`config.mk`:
```
export PLATFORM = sky130hd
export DESIGN_NAME = variable_partition_allocator
export DESIGN_NICKNAME = d
export VERILOG_FILES = /design/src/hdl/vpa_pkg.sv /design/src/hdl/variable_partition_allocator.sv /design/src/hdl/vpa_ram.sv /design/src/hdl/vpa_engine.sv
export SDC_FILE = /design/constraint.sdc
export NUM_CORES = 2
export LEC_CHECK = 0
export CORE_ASPECT_RATIO = 0.8
export CORE_MARGIN = 4
export CORE_UTILIZATION = 62
export DETAILED_ROUTE_END_ITERATION = 7
export DONT_BUFFER_PORTS = 1
export GPL_TIMING_DRIVEN = 1
export PLACE_DENSITY = 0.78
export REMOVE_ABC_BUFFERS = 1
export SLEW_MARGIN = 20
export SYNTH_ARGS = -nofsm -noshare
export SYNTH_HDL_FRONTEND = slang
export SYNTH_HIERARCHICAL = 1
export SYNTH_SLANG_ARGS = --single-unit
```
`constraint.sdc`:
```
create_clock -name clk -period 11.6 [get_ports clk]
set_input_delay 0.58 -clock clk [delete_from_list [all_inputs] [get_ports clk]]
set_output_delay 0.58 -clock clk [all_outputs]
set_load 0.05 [all_outputs]
```
`src/hdl/vpa_pkg.sv`:
```
// Shared constants, codes and types of the variable partition allocator.
package vpa_pkg;

  localparam int MAX_BLOCKS = 16;
  localparam int IDX_W      = $clog2(MAX_BLOCKS);
  localparam int CNT_W      = $clog2(MAX_BLOCKS + 1);
  localparam int ADDR_W     = 24;
  localparam int OWNER_W    = 8;
  localparam int CFG_IDX_W  = 2;

  localparam logic [ADDR_W-1:0] DEFAULT_TOTAL = ADDR_W'(1048576);

  // register indexes
  localparam logic [CFG_IDX_W-1:0] CFG_FIT   = CFG_IDX_W'(0);
  localparam logic [CFG_IDX_W-1:0] CFG_TOTAL = CFG_IDX_W'(1);

  // fit strategies
  localparam logic [1:0] FIT_FIRST = 2'd0;
  localparam logic [1:0] FIT_BEST  = 2'd1;
  localparam logic [1:0] FIT_WORST = 2'd2;
  localparam logic [1:0] FIT_NEXT  = 2'd3;

  // operations
  localparam logic OP_ALLOC = 1'b0;
  localparam logic OP_FREE  = 1'b1;

  // result status
  localparam logic [1:0] STAT_OK    = 2'd0;
  localparam logic [1:0] STAT_NOFIT = 2'd1;
  localparam logic [1:0] STAT_FULL  = 2'd2;

  typedef struct packed {
    logic [ADDR_W-1:0]  base;
    logic [ADDR_W-1:0]  size;
    logic               free;
    logic [OWNER_W-1:0] owner;
  } entry_t;

  localparam int ENTRY_W = $bits(entry_t);

  typedef enum logic [3:0] {
    ST_INIT, ST_IDLE, ST_MOD, ST_SRD, ST_SEV, ST_DEC, ST_HRD, ST_HWR,
    ST_WSPL, ST_WOWN, ST_FRD, ST_FEV, ST_FEND
  } state_t;

endpackage

```
`src/hdl/variable_partition_allocator.sv`:
```
// Variable partition allocator: one item at a time.
// Zero request: answered with no fit straight from idle. Allocate: scan entries, then where needed
// shift entries and write the split, then write the owner entry; next fit first reduces the start modulo the count.
// Free: walk every table entry, then write the last merged entry. A new item can be taken while done is shown.
// Reset (synchronous) and a total size write rebuild the table.
// The result beat is shown for one cycle on done; the receiver cannot stall.
module variable_partition_allocator (
  input  logic                            clk,
  input  logic                            rst,
  input  logic                            cfg_we,
  input  logic [vpa_pkg::CFG_IDX_W-1:0]   cfg_index,
  input  logic [vpa_pkg::ADDR_W-1:0]      cfg_data,
  input  logic                            start,
  output logic                            busy,
  input  logic                            operation,
  input  logic [vpa_pkg::OWNER_W-1:0]     owner_id,
  input  logic [vpa_pkg::ADDR_W-1:0]      request_size,
  output logic                            done,
  output logic [1:0]                      status,
  output logic [vpa_pkg::IDX_W-1:0]       block_index,
  output logic [vpa_pkg::ADDR_W-1:0]      start_address
);

  logic [1:0]                  fit;
  logic [vpa_pkg::ADDR_W-1:0]  total;
  logic                        reinit;
  logic                        ram_we;
  logic [vpa_pkg::IDX_W-1:0]   ram_waddr;
  logic [vpa_pkg::IDX_W-1:0]   ram_raddr;
  vpa_pkg::entry_t             ram_wdata;
  vpa_pkg::entry_t             ram_rdata;

  assign reinit = cfg_we && (cfg_index == vpa_pkg::CFG_TOTAL);

  // configuration registers
  always_ff @(posedge clk) begin
    if (rst) begin
      fit   <= vpa_pkg::FIT_FIRST;
      total <= vpa_pkg::DEFAULT_TOTAL;
    end else if (cfg_we) begin
      if (cfg_index == vpa_pkg::CFG_FIT) begin
        fit <= cfg_data[1:0];
      end else if (cfg_index == vpa_pkg::CFG_TOTAL) begin
        total <= cfg_data;
      end
    end
  end

  vpa_ram #(
    .WIDTH (vpa_pkg::ENTRY_W),
    .DEPTH (vpa_pkg::MAX_BLOCKS)
  ) u_table (
    .clk   (clk),
    .we    (ram_we),
    .waddr (ram_waddr),
    .wdata (ram_wdata),
    .raddr (ram_raddr),
    .rdata (ram_rdata)
  );

  vpa_engine u_engine (
    .clk           (clk),
    .rst           (rst),
    .reinit        (reinit),
    .fit           (fit),
    .total         (total),
    .start         (start),
    .busy          (busy),
    .operation     (operation),
    .owner_id      (owner_id),
    .request_size  (request_size),
    .done          (done),
    .status        (status),
    .block_index   (block_index),
    .start_address (start_address),
    .ram_we        (ram_we),
    .ram_waddr     (ram_waddr),
    .ram_wdata     (ram_wdata),
    .ram_raddr     (ram_raddr),
    .ram_rdata     (ram_rdata)
  );

endmodule

```
`src/hdl/vpa_ram.sv`:
```
// Generic single write port, single read port RAM with registered read.
module vpa_ram #(
  parameter int WIDTH = 8,
  parameter int DEPTH = 16
) (
  input  logic                     clk,
  input  logic                     we,
  input  logic [$clog2(DEPTH)-1:0] waddr,
  input  logic [WIDTH-1:0]         wdata,
  input  logic [$clog2(DEPTH)-1:0] raddr,
  output logic [WIDTH-1:0]         rdata
);

  logic [WIDTH-1:0] mem [DEPTH];

  // write and registered read
  always_ff @(posedge clk) begin
    if (we) begin
      mem[waddr] <= wdata;
    end
    rdata <= mem[raddr];
  end

endmodule

```
`src/hdl/vpa_engine.sv`:
```
// Sequencer that searches, splits, shifts and merges the block table in RAM.
module vpa_engine (
  input  logic                            clk,
  input  logic                            rst,
  input  logic                            reinit,
  input  logic [1:0]                      fit,
  input  logic [vpa_pkg::ADDR_W-1:0]      total,
  input  logic                            start,
  output logic                            busy,
  input  logic                            operation,
  input  logic [vpa_pkg::OWNER_W-1:0]     owner_id,
  input  logic [vpa_pkg::ADDR_W-1:0]      request_size,
  output logic                            done,
  output logic [1:0]                      status,
  output logic [vpa_pkg::IDX_W-1:0]       block_index,
  output logic [vpa_pkg::ADDR_W-1:0]      start_address,
  output logic                            ram_we,
  output logic [vpa_pkg::IDX_W-1:0]       ram_waddr,
  output vpa_pkg::entry_t                 ram_wdata,
  output logic [vpa_pkg::IDX_W-1:0]       ram_raddr,
  input  vpa_pkg::entry_t                 ram_rdata
);

  vpa_pkg::state_t                   state, state_next;
  logic [vpa_pkg::CNT_W-1:0]         cnt, cnt_next;
  logic [vpa_pkg::IDX_W-1:0]         nfp, nfp_next;
  logic [vpa_pkg::IDX_W-1:0]         pos, pos_next;
  logic [vpa_pkg::CNT_W-1:0]         k, k_next;
  logic [vpa_pkg::CNT_W-1:0]         j, j_next;
  logic [vpa_pkg::CNT_W-1:0]         n, n_next;
  logic                              found, found_next;
  logic [vpa_pkg::IDX_W-1:0]         pick, pick_next;
  vpa_pkg::entry_t                   pent, pent_next;
  vpa_pkg::entry_t                   acc, acc_next;
  logic [vpa_pkg::OWNER_W-1:0]       own, own_next;
  logic [vpa_pkg::ADDR_W-1:0]        req, req_next;
  logic                              done_next;
  logic [1:0]                        status_next;
  logic [vpa_pkg::IDX_W-1:0]         block_index_next;
  logic [vpa_pkg::ADDR_W-1:0]        start_address_next;
  vpa_pkg::entry_t                   e;
  logic                              hit, better, last;

  assign busy = (state != vpa_pkg::ST_IDLE);

  // state and control registers
  always_ff @(posedge clk) begin
    if (rst) begin
      state <= vpa_pkg::ST_INIT;
      cnt   <= vpa_pkg::CNT_W'(1);
      nfp   <= '0;
      done  <= 1'b0;
    end else begin
      state <= state_next;
      cnt   <= cnt_next;
      nfp   <= nfp_next;
      done  <= done_next;
    end
  end

  // working and result registers
  always_ff @(posedge clk) begin
    pos           <= pos_next;
    k             <= k_next;
    j             <= j_next;
    n             <= n_next;
    found         <= found_next;
    pick          <= pick_next;
    pent          <= pent_next;
    acc           <= acc_next;
    own           <= own_next;
    req           <= req_next;
    status        <= status_next;
    block_index   <= block_index_next;
    start_address <= start_address_next;
  end

  // next state, RAM access and results
  always_comb begin
    state_next         = state;
    cnt_next           = cnt;
    nfp_next           = nfp;
    pos_next           = pos;
    k_next             = k;
    j_next             = j;
    n_next             = n;
    found_next         = found;
    pick_next          = pick;
    pent_next          = pent;
    acc_next           = acc;
    own_next           = own;
    req_next           = req;
    done_next          = 1'b0;
    status_next        = status;
    block_index_next   = block_index;
    start_address_next = start_address;
    ram_we             = 1'b0;
    ram_waddr          = '0;
    ram_wdata          = '0;
    ram_raddr          = pos;
    e                  = ram_rdata;
    hit                = e.free && (e.size >= req);
    better             = !found ||
                         (fit == vpa_pkg::FIT_BEST  && e.size < pent.size) ||
                         (fit == vpa_pkg::FIT_WORST && e.size > pent.size);
    last               = (({1'b0, pos} + vpa_pkg::CNT_W'(1)) == cnt);

    unique case (state)
      vpa_pkg::ST_INIT: begin
        ram_we         = 1'b1;
        ram_waddr      = '0;
        ram_wdata.base = '0;
        ram_wdata.size = total;
        ram_wdata.free = 1'b1;
        cnt_next       = vpa_pkg::CNT_W'(1);
        nfp_next       = '0;
        state_next     = vpa_pkg::ST_IDLE;
      end
      vpa_pkg::ST_IDLE: begin
        if (start) begin
          own_next   = owner_id;
          req_next   = request_size;
          found_next = 1'b0;
          k_next     = '0;
          n_next     = '0;
          pos_next   = '0;
          if (operation == vpa_pkg::OP_FREE) begin
            state_next = vpa_pkg::ST_FRD;
          end else if (request_size == '0) begin
            done_next          = 1'b1;
            status_next        = vpa_pkg::STAT_NOFIT;
            block_index_next   = '0;
            start_address_next = '0;
          end else if (fit == vpa_pkg::FIT_NEXT) begin
            pos_next   = nfp;
            state_next = vpa_pkg::ST_MOD;
          end else begin
            state_next = vpa_pkg::ST_SRD;
          end
        end
      end
      // reduce the next fit start modulo the entry count
      vpa_pkg::ST_MOD: begin
        if ({1'b0, pos} >= cnt) begin
          pos_next = vpa_pkg::IDX_W'({1'b0, pos} - cnt);
        end else begin
          state_next = vpa_pkg::ST_SRD;
        end
      end
      vpa_pkg::ST_SRD: begin
        state_next = vpa_pkg::ST_SEV;
      end
      // check one entry against the request
      vpa_pkg::ST_SEV: begin
        if (hit && better) begin
          found_next = 1'b1;
          pick_next  = pos;
          pent_next  = e;
        end
        k_next = k + vpa_pkg::CNT_W'(1);
        if (hit && (fit == vpa_pkg::FIT_FIRST || fit == vpa_pkg::FIT_NEXT)) begin
          state_next = vpa_pkg::ST_DEC;
        end else if ((k + vpa_pkg::CNT_W'(1)) == cnt) begin
          state_next = vpa_pkg::ST_DEC;
        end else begin
          pos_next   = last ? '0 : pos + vpa_pkg::IDX_W'(1);
          state_next = vpa_pkg::ST_SRD;
        end
      end
      vpa_pkg::ST_DEC: begin
        j_next = cnt;
        if (!found) begin
          done_next          = 1'b1;
          status_next        = vpa_pkg::STAT_NOFIT;
          block_index_next   = '0;
          start_address_next = '0;
          state_next         = vpa_pkg::ST_IDLE;
        end else if (pent.size == req) begin
          state_next = vpa_pkg::ST_WOWN;
        end else if (cnt == vpa_pkg::CNT_W'(vpa_pkg::MAX_BLOCKS)) begin
          done_next          = 1'b1;
          status_next        = vpa_pkg::STAT_FULL;
          block_index_next   = '0;
          start_address_next = '0;
          state_next         = vpa_pkg::ST_IDLE;
        end else if (cnt > ({1'b0, pick} + vpa_pkg::CNT_W'(1))) begin
          state_next = vpa_pkg::ST_HRD;
        end else begin
          state_next = vpa_pkg::ST_WSPL;
        end
      end
      // move entries up by one to open a slot after the pick
      vpa_pkg::ST_HRD: begin
        ram_raddr  = vpa_pkg::IDX_W'(j - vpa_pkg::CNT_W'(1));
        state_next = vpa_pkg::ST_HWR;
      end
      vpa_pkg::ST_HWR: begin
        ram_we     = 1'b1;
        ram_waddr  = j[vpa_pkg::IDX_W-1:0];
        ram_wdata  = e;
        j_next     = j - vpa_pkg::CNT_W'(1);
        if ((j - vpa_pkg::CNT_W'(1)) > ({1'b0, pick} + vpa_pkg::CNT_W'(1))) begin
          state_next = vpa_pkg::ST_HRD;
        end else begin
          state_next = vpa_pkg::ST_WSPL;
        end
      end
      vpa_pkg::ST_WSPL: begin
        ram_we          = 1'b1;
        ram_waddr       = pick + vpa_pkg::IDX_W'(1);
        ram_wdata.base  = pent.base + req;
        ram_wdata.size  = pent.size - req;
        ram_wdata.free  = 1'b1;
        ram_wdata.owner = '0;
        cnt_next        = cnt + vpa_pkg::CNT_W'(1);
        state_next      = vpa_pkg::ST_WOWN;
      end
      vpa_pkg::ST_WOWN: begin
        ram_we          = 1'b1;
        ram_waddr       = pick;
        ram_wdata.base  = pent.base;
        ram_wdata.size  = req;
        ram_wdata.free  = 1'b0;
        ram_wdata.owner = own;
        if (fit == vpa_pkg::FIT_NEXT) begin
          nfp_next = pick;
        end
        done_next          = 1'b1;
        status_next        = vpa_pkg::STAT_OK;
        block_index_next   = pick;
        start_address_next = pent.base;
        state_next         = vpa_pkg::ST_IDLE;
      end
      vpa_pkg::ST_FRD: begin
        state_next = vpa_pkg::ST_FEV;
      end
      // release owner entries and fold free runs, writing behind the read
      vpa_pkg::ST_FEV: begin
        if (!e.free && e.owner == own) begin
          e.free = 1'b1;
        end
        if (n != '0 && acc.free && e.free) begin
          acc_next.size = acc.size + e.size;
        end else begin
          if (n != '0) begin
            ram_we    = 1'b1;
            ram_waddr = vpa_pkg::IDX_W'(n - vpa_pkg::CNT_W'(1));
            ram_wdata = acc;
          end
          acc_next = e;
          n_next   = n + vpa_pkg::CNT_W'(1);
        end
        pos_next   = pos + vpa_pkg::IDX_W'(1);
        state_next = last ? vpa_pkg::ST_FEND : vpa_pkg::ST_FRD;
      end
      vpa_pkg::ST_FEND: begin
        ram_we             = 1'b1;
        ram_waddr          = vpa_pkg::IDX_W'(n - vpa_pkg::CNT_W'(1));
        ram_wdata          = acc;
        cnt_next           = n;
        done_next          = 1'b1;
        status_next        = vpa_pkg::STAT_OK;
        block_index_next   = '0;
        start_address_next = '0;
        state_next         = vpa_pkg::ST_IDLE;
      end
      default: begin
        state_next = vpa_pkg::ST_INIT;
      end
    endcase

    // a size write rebuilds the table
    if (reinit) begin
      state_next = vpa_pkg::ST_INIT;
    end
  end

endmodule
```
==> impl_metrics.tcl <==
set metrics [dict create \
    status "finished, final reports clean" \
    cp-start-kind "flop" \
    rows 93 \
    clockBufferDepth 3 \
    crit_slowest_cell "nor2_4" \
    switching_share 0.259 \
    dpl.hpwl_mm 78.2 \
    relSlewSlack 0.186 \
    worstSetupEndpointType "flop" \
    cts_resized 0 \
    fin_ws_ns 6.23 \
    drt_iter0_markers 4811 \
    ctsHoldBuffers 34 \
    core_area_sq_mm 0.0808 \
    post-route-period-util 0.463 \
    holdPathEnd "total[4]$_SDFFE_PP0P_" \
    crit_family "simple AND/OR/NAND/NOR gates" \
    synth-edff-count 1103 \
    gp_congestion 0.901 \
    avgViaCountPerCell 7.02 \
    p_sw_uw 2730 \
    p_comb_frac 0.139 \
    htreeDepth 3 \
    crit_chain "xor2_1, nor4_1, a41o_1, a31oi_4, a2bb2oi_1, o221ai_1, nand2b_1, nor2_4, buf_4" \
    worst_r2r_path_depth 9 \
    setup_viol 0 \
    hold_viol_final 0 \
    cts_buffers 109 \
    cts_tree "done" \
    grt_max_degree 167 \
    ys_ff_latch 1200 \
    cts-root-buf "clkbuf_16" \
    dr.pass1.iters 8 \
    asyncSetResetFlopFracSynth 0 \
    reg2reg_slack_ns 6.23 \
    place_inst 4024 \
    grt_pass1_vias 30200 \
    min_path_cells 2 \
    crit_required_ns 11.91 \
    pre_cts_slack_ns 6.36 \
    clock_skew_ns 0.0639 \
    grt_setup_unrepaired "false" \
    cts_setup_buffers 0 \
    final_layout_size_suffix_gt1_frac 0.173 \
    port_buffers 0 \
    die_w_um 328 \
    fin_cells 4273 \
    synth-warning-count 6 \
    grt_overflow 0 \
    worstHoldStart "cfg_data[4]" \
    max_slew.worst_pin.slew_ns 1.22 \
    grt_usage 0.321 \
    ir_drop_mv 0.154 \
    nets 3290 \
    hp-class "in2reg" \
    worstPathMaxFanout 35 \
    power.share.sequential 0.493 \
    power_density_mw_per_mm2 187 \
    start_util 0.627 \
    r2r-end "u_table/mem[10][28]$_DFFE_PP_" \
    crit_type "reg2reg" \
    yosysSeqAreaShare 0.692 \
    slowest_delay_ns 0.98 \
    syn_area_per_cell_sq_um 16.9 \
    cts_sinks 1200 \
    syn_inst 2993 \
    die-area_sq_mm 0.0864 \
    max_freq_mhz 186 \
    vias 30000 \
    mostFrequentLayoutCell "edfxtp_1" \
    clock_latency_ns 0.70 \
    r2r-start "u_engine/own[1]$_DFFE_PP_" \
    synth_flop_cell "edfxtp_1" \
    grt_pass1_wl_mm 203 \
    wire_per_inst_um 32.3 \
    drcViolationCount 0 \
    maxCapViolCount 0 \
    finalWorstPathRequiredPeriod_ns 5.37 \
    drtAntennaViolNets 0 \
    die_height_um 264 \
    syn_area_sq_mm 0.0507 \
    wirelength_mm 138 \
    antenna_found_initial 5 \
    leakagePower_uw 0.0193 \
    crit_buf_inv 1 \
    fin_util 0.699 \
    slew_violations 0 \
    clk_pin_slew_worst_paths_ns 0.07 \
    p_int_uw 7800 \
    io_pins 95 \
    p_clk_frac 0.368 \
    layout_common_cells "edfxtp_1 (1103), mux4_2 (228), nand2_1 (153)" \
    cp.arrival_ns 5.68 \
    ys_types 90 \
    syn_to_final_growth_pct 11.4 \
]
## Yosys cell counts (5+ instances only)
cell	count	share of area
mux4_2	228	0.10
o22ai_1	5	0.00062
a22oi_1	116	0.017
nor2_1	90	0.0067
xnor2_1	37	0.0064
mux2_2	6	0.0013
buf_4	21	0.0031
buf_2	14	0.0014
a211o_1	7	0.0012
a222oi_1	15	0.0030
or3_1	10	0.0012
mux2i_1	29	0.0057
a221oi_1	39	0.0067
o21ai_1	10	0.00099
a21oi_1	100	0.0099
nand2_1	154	0.011
inv_1	104	0.0077
o31ai_1	6	0.00089
nand4_1	20	0.0025
nand2b_1	70	0.0086
buf_6	9	0.0020
and2_1	32	0.0040
nor2b_1	16	0.0020
o21ai_0	97	0.0096
ha_1	143	0.035
o211ai_1	7	0.0010
a22o_1	15	0.0026
nor4_1	11	0.0014
clkbuf_1	77	0.0057
xor2_1	52	0.0090
dfxtp_1	97	0.038
a221o_1	10	0.0020
a21o_1	39	0.0058
o221ai_1	9	0.0016
o21a_1	17	0.0025
edfxtp_1	1103	0.65
nand3_1	49	0.0048
and3_1	7	0.00086
buf_1	12	0.00089
nor3_1	23	0.0023
## stage by stage
| step | total power, uW | cell area, sq um | hold slack [ns] | TNS [ns] |
|---|---|---|---|---|
| detailed placement | 6670 | 52100 | 0.446 | 0 |
| global placement | 6600 | 52100 | 0.440 | 0 |
| finish | 10500 | 56400 | 0.0592 | 0 |
| global route | 10900 | 56400 | 0.0384 | 0 |
| CTS | 10500 | 56300 | 0.0198 | 0 |
| floorplan | 6490 | 50000 | 0.426 | -631.86 |
## worst max path at each step
stage,from,endpoint,slack [ns],cells past startpoint
CTS,u_engine/state[2]$_SDFFE_PP0P_,u_table/rdata[38]$_DFF_P_,6.34,11
finish,u_engine/own[1]$_DFFE_PP_,u_table/mem[10][28]$_DFFE_PP_,6.23,9
global route,u_engine/state[2]$_SDFFE_PP0P_,u_table/rdata[38]$_DFF_P_,5.94,11
global placement,u_engine/state[2]$_SDFFE_PP0P_,u_table/rdata[39]$_DFF_P_,6.51,11
floorplan,u_engine/state[2]$_SDFFE_PP0P_,u_table/rdata[0]$_DFF_P_,-11.09,7
detailed placement,u_engine/state[2]$_SDFFE_PP0P_,u_table/rdata[48]$_DFF_P_,6.36,11
## flip-flops by register name (all words and copies together), names as in the netlist, 8 cells and up
| register | count |
|---|---|
| u_engine/own | 8 |
| u_engine/start_address | 24 |
| u_table/rdata | 57 |
| u_engine/req | 24 |
| total | 24 |
| u_engine/pent | 48 |
| u_table/mem | 912 |
| u_engine/acc | 57 |
## metal layers
metal	GRT usage	vias up	wire [um]	part of all wire
met3	0.0891	317	19400	0.14
met1	0.459	15200	50000	0.36
met2	0.490	2352	63900	0.46
li1	-	12200	-	-
met5	0	-	17	0.00012
met4	0.0972	2	4500	0.033
## cell type report
class                           instances  area (sq um)
Antenna cell                            4          10.0
Multi-Input combinational cell       1553         14800
Inverter                              105           394
Clock inverter                         77           971
Sequential cell                      1200         35100
Clock buffer                          131          2900
Fill cell                            4885         24300
Tap cell                             1092          1370
Timing Repair Buffer                  111           987
## logic make-up after synthesis
logic type / Yosys count / share of synthesized area
compound gates: 549 / 0.0765
xor+xnor: 89 / 0.0154
fa+ha+maj: 147 / 0.0369
buf+inv: 240 / 0.0217
flops: 1200 / 0.692
mux: 263 / 0.108
simple gates: 505 / 0.0492
## power by group through the flow
| stage | logic [uW] | clock network (uW) | registers, uW |
|---|---|---|---|
| 2_1_floorplan | 1300 | 0 | 5180 |
| 3_3_place_gp | 1350 | 0 | 5250 |
| 3_5_place_dp | 1400 | 0 | 5260 |
| 4_1_cts | 1440 | 3900 | 5180 |
| 5_1_grt | 1570 | 4100 | 5200 |
| 6_report | 1470 | 3870 | 5190 |
Note: power is estimated with default switching activity, not from simulation.
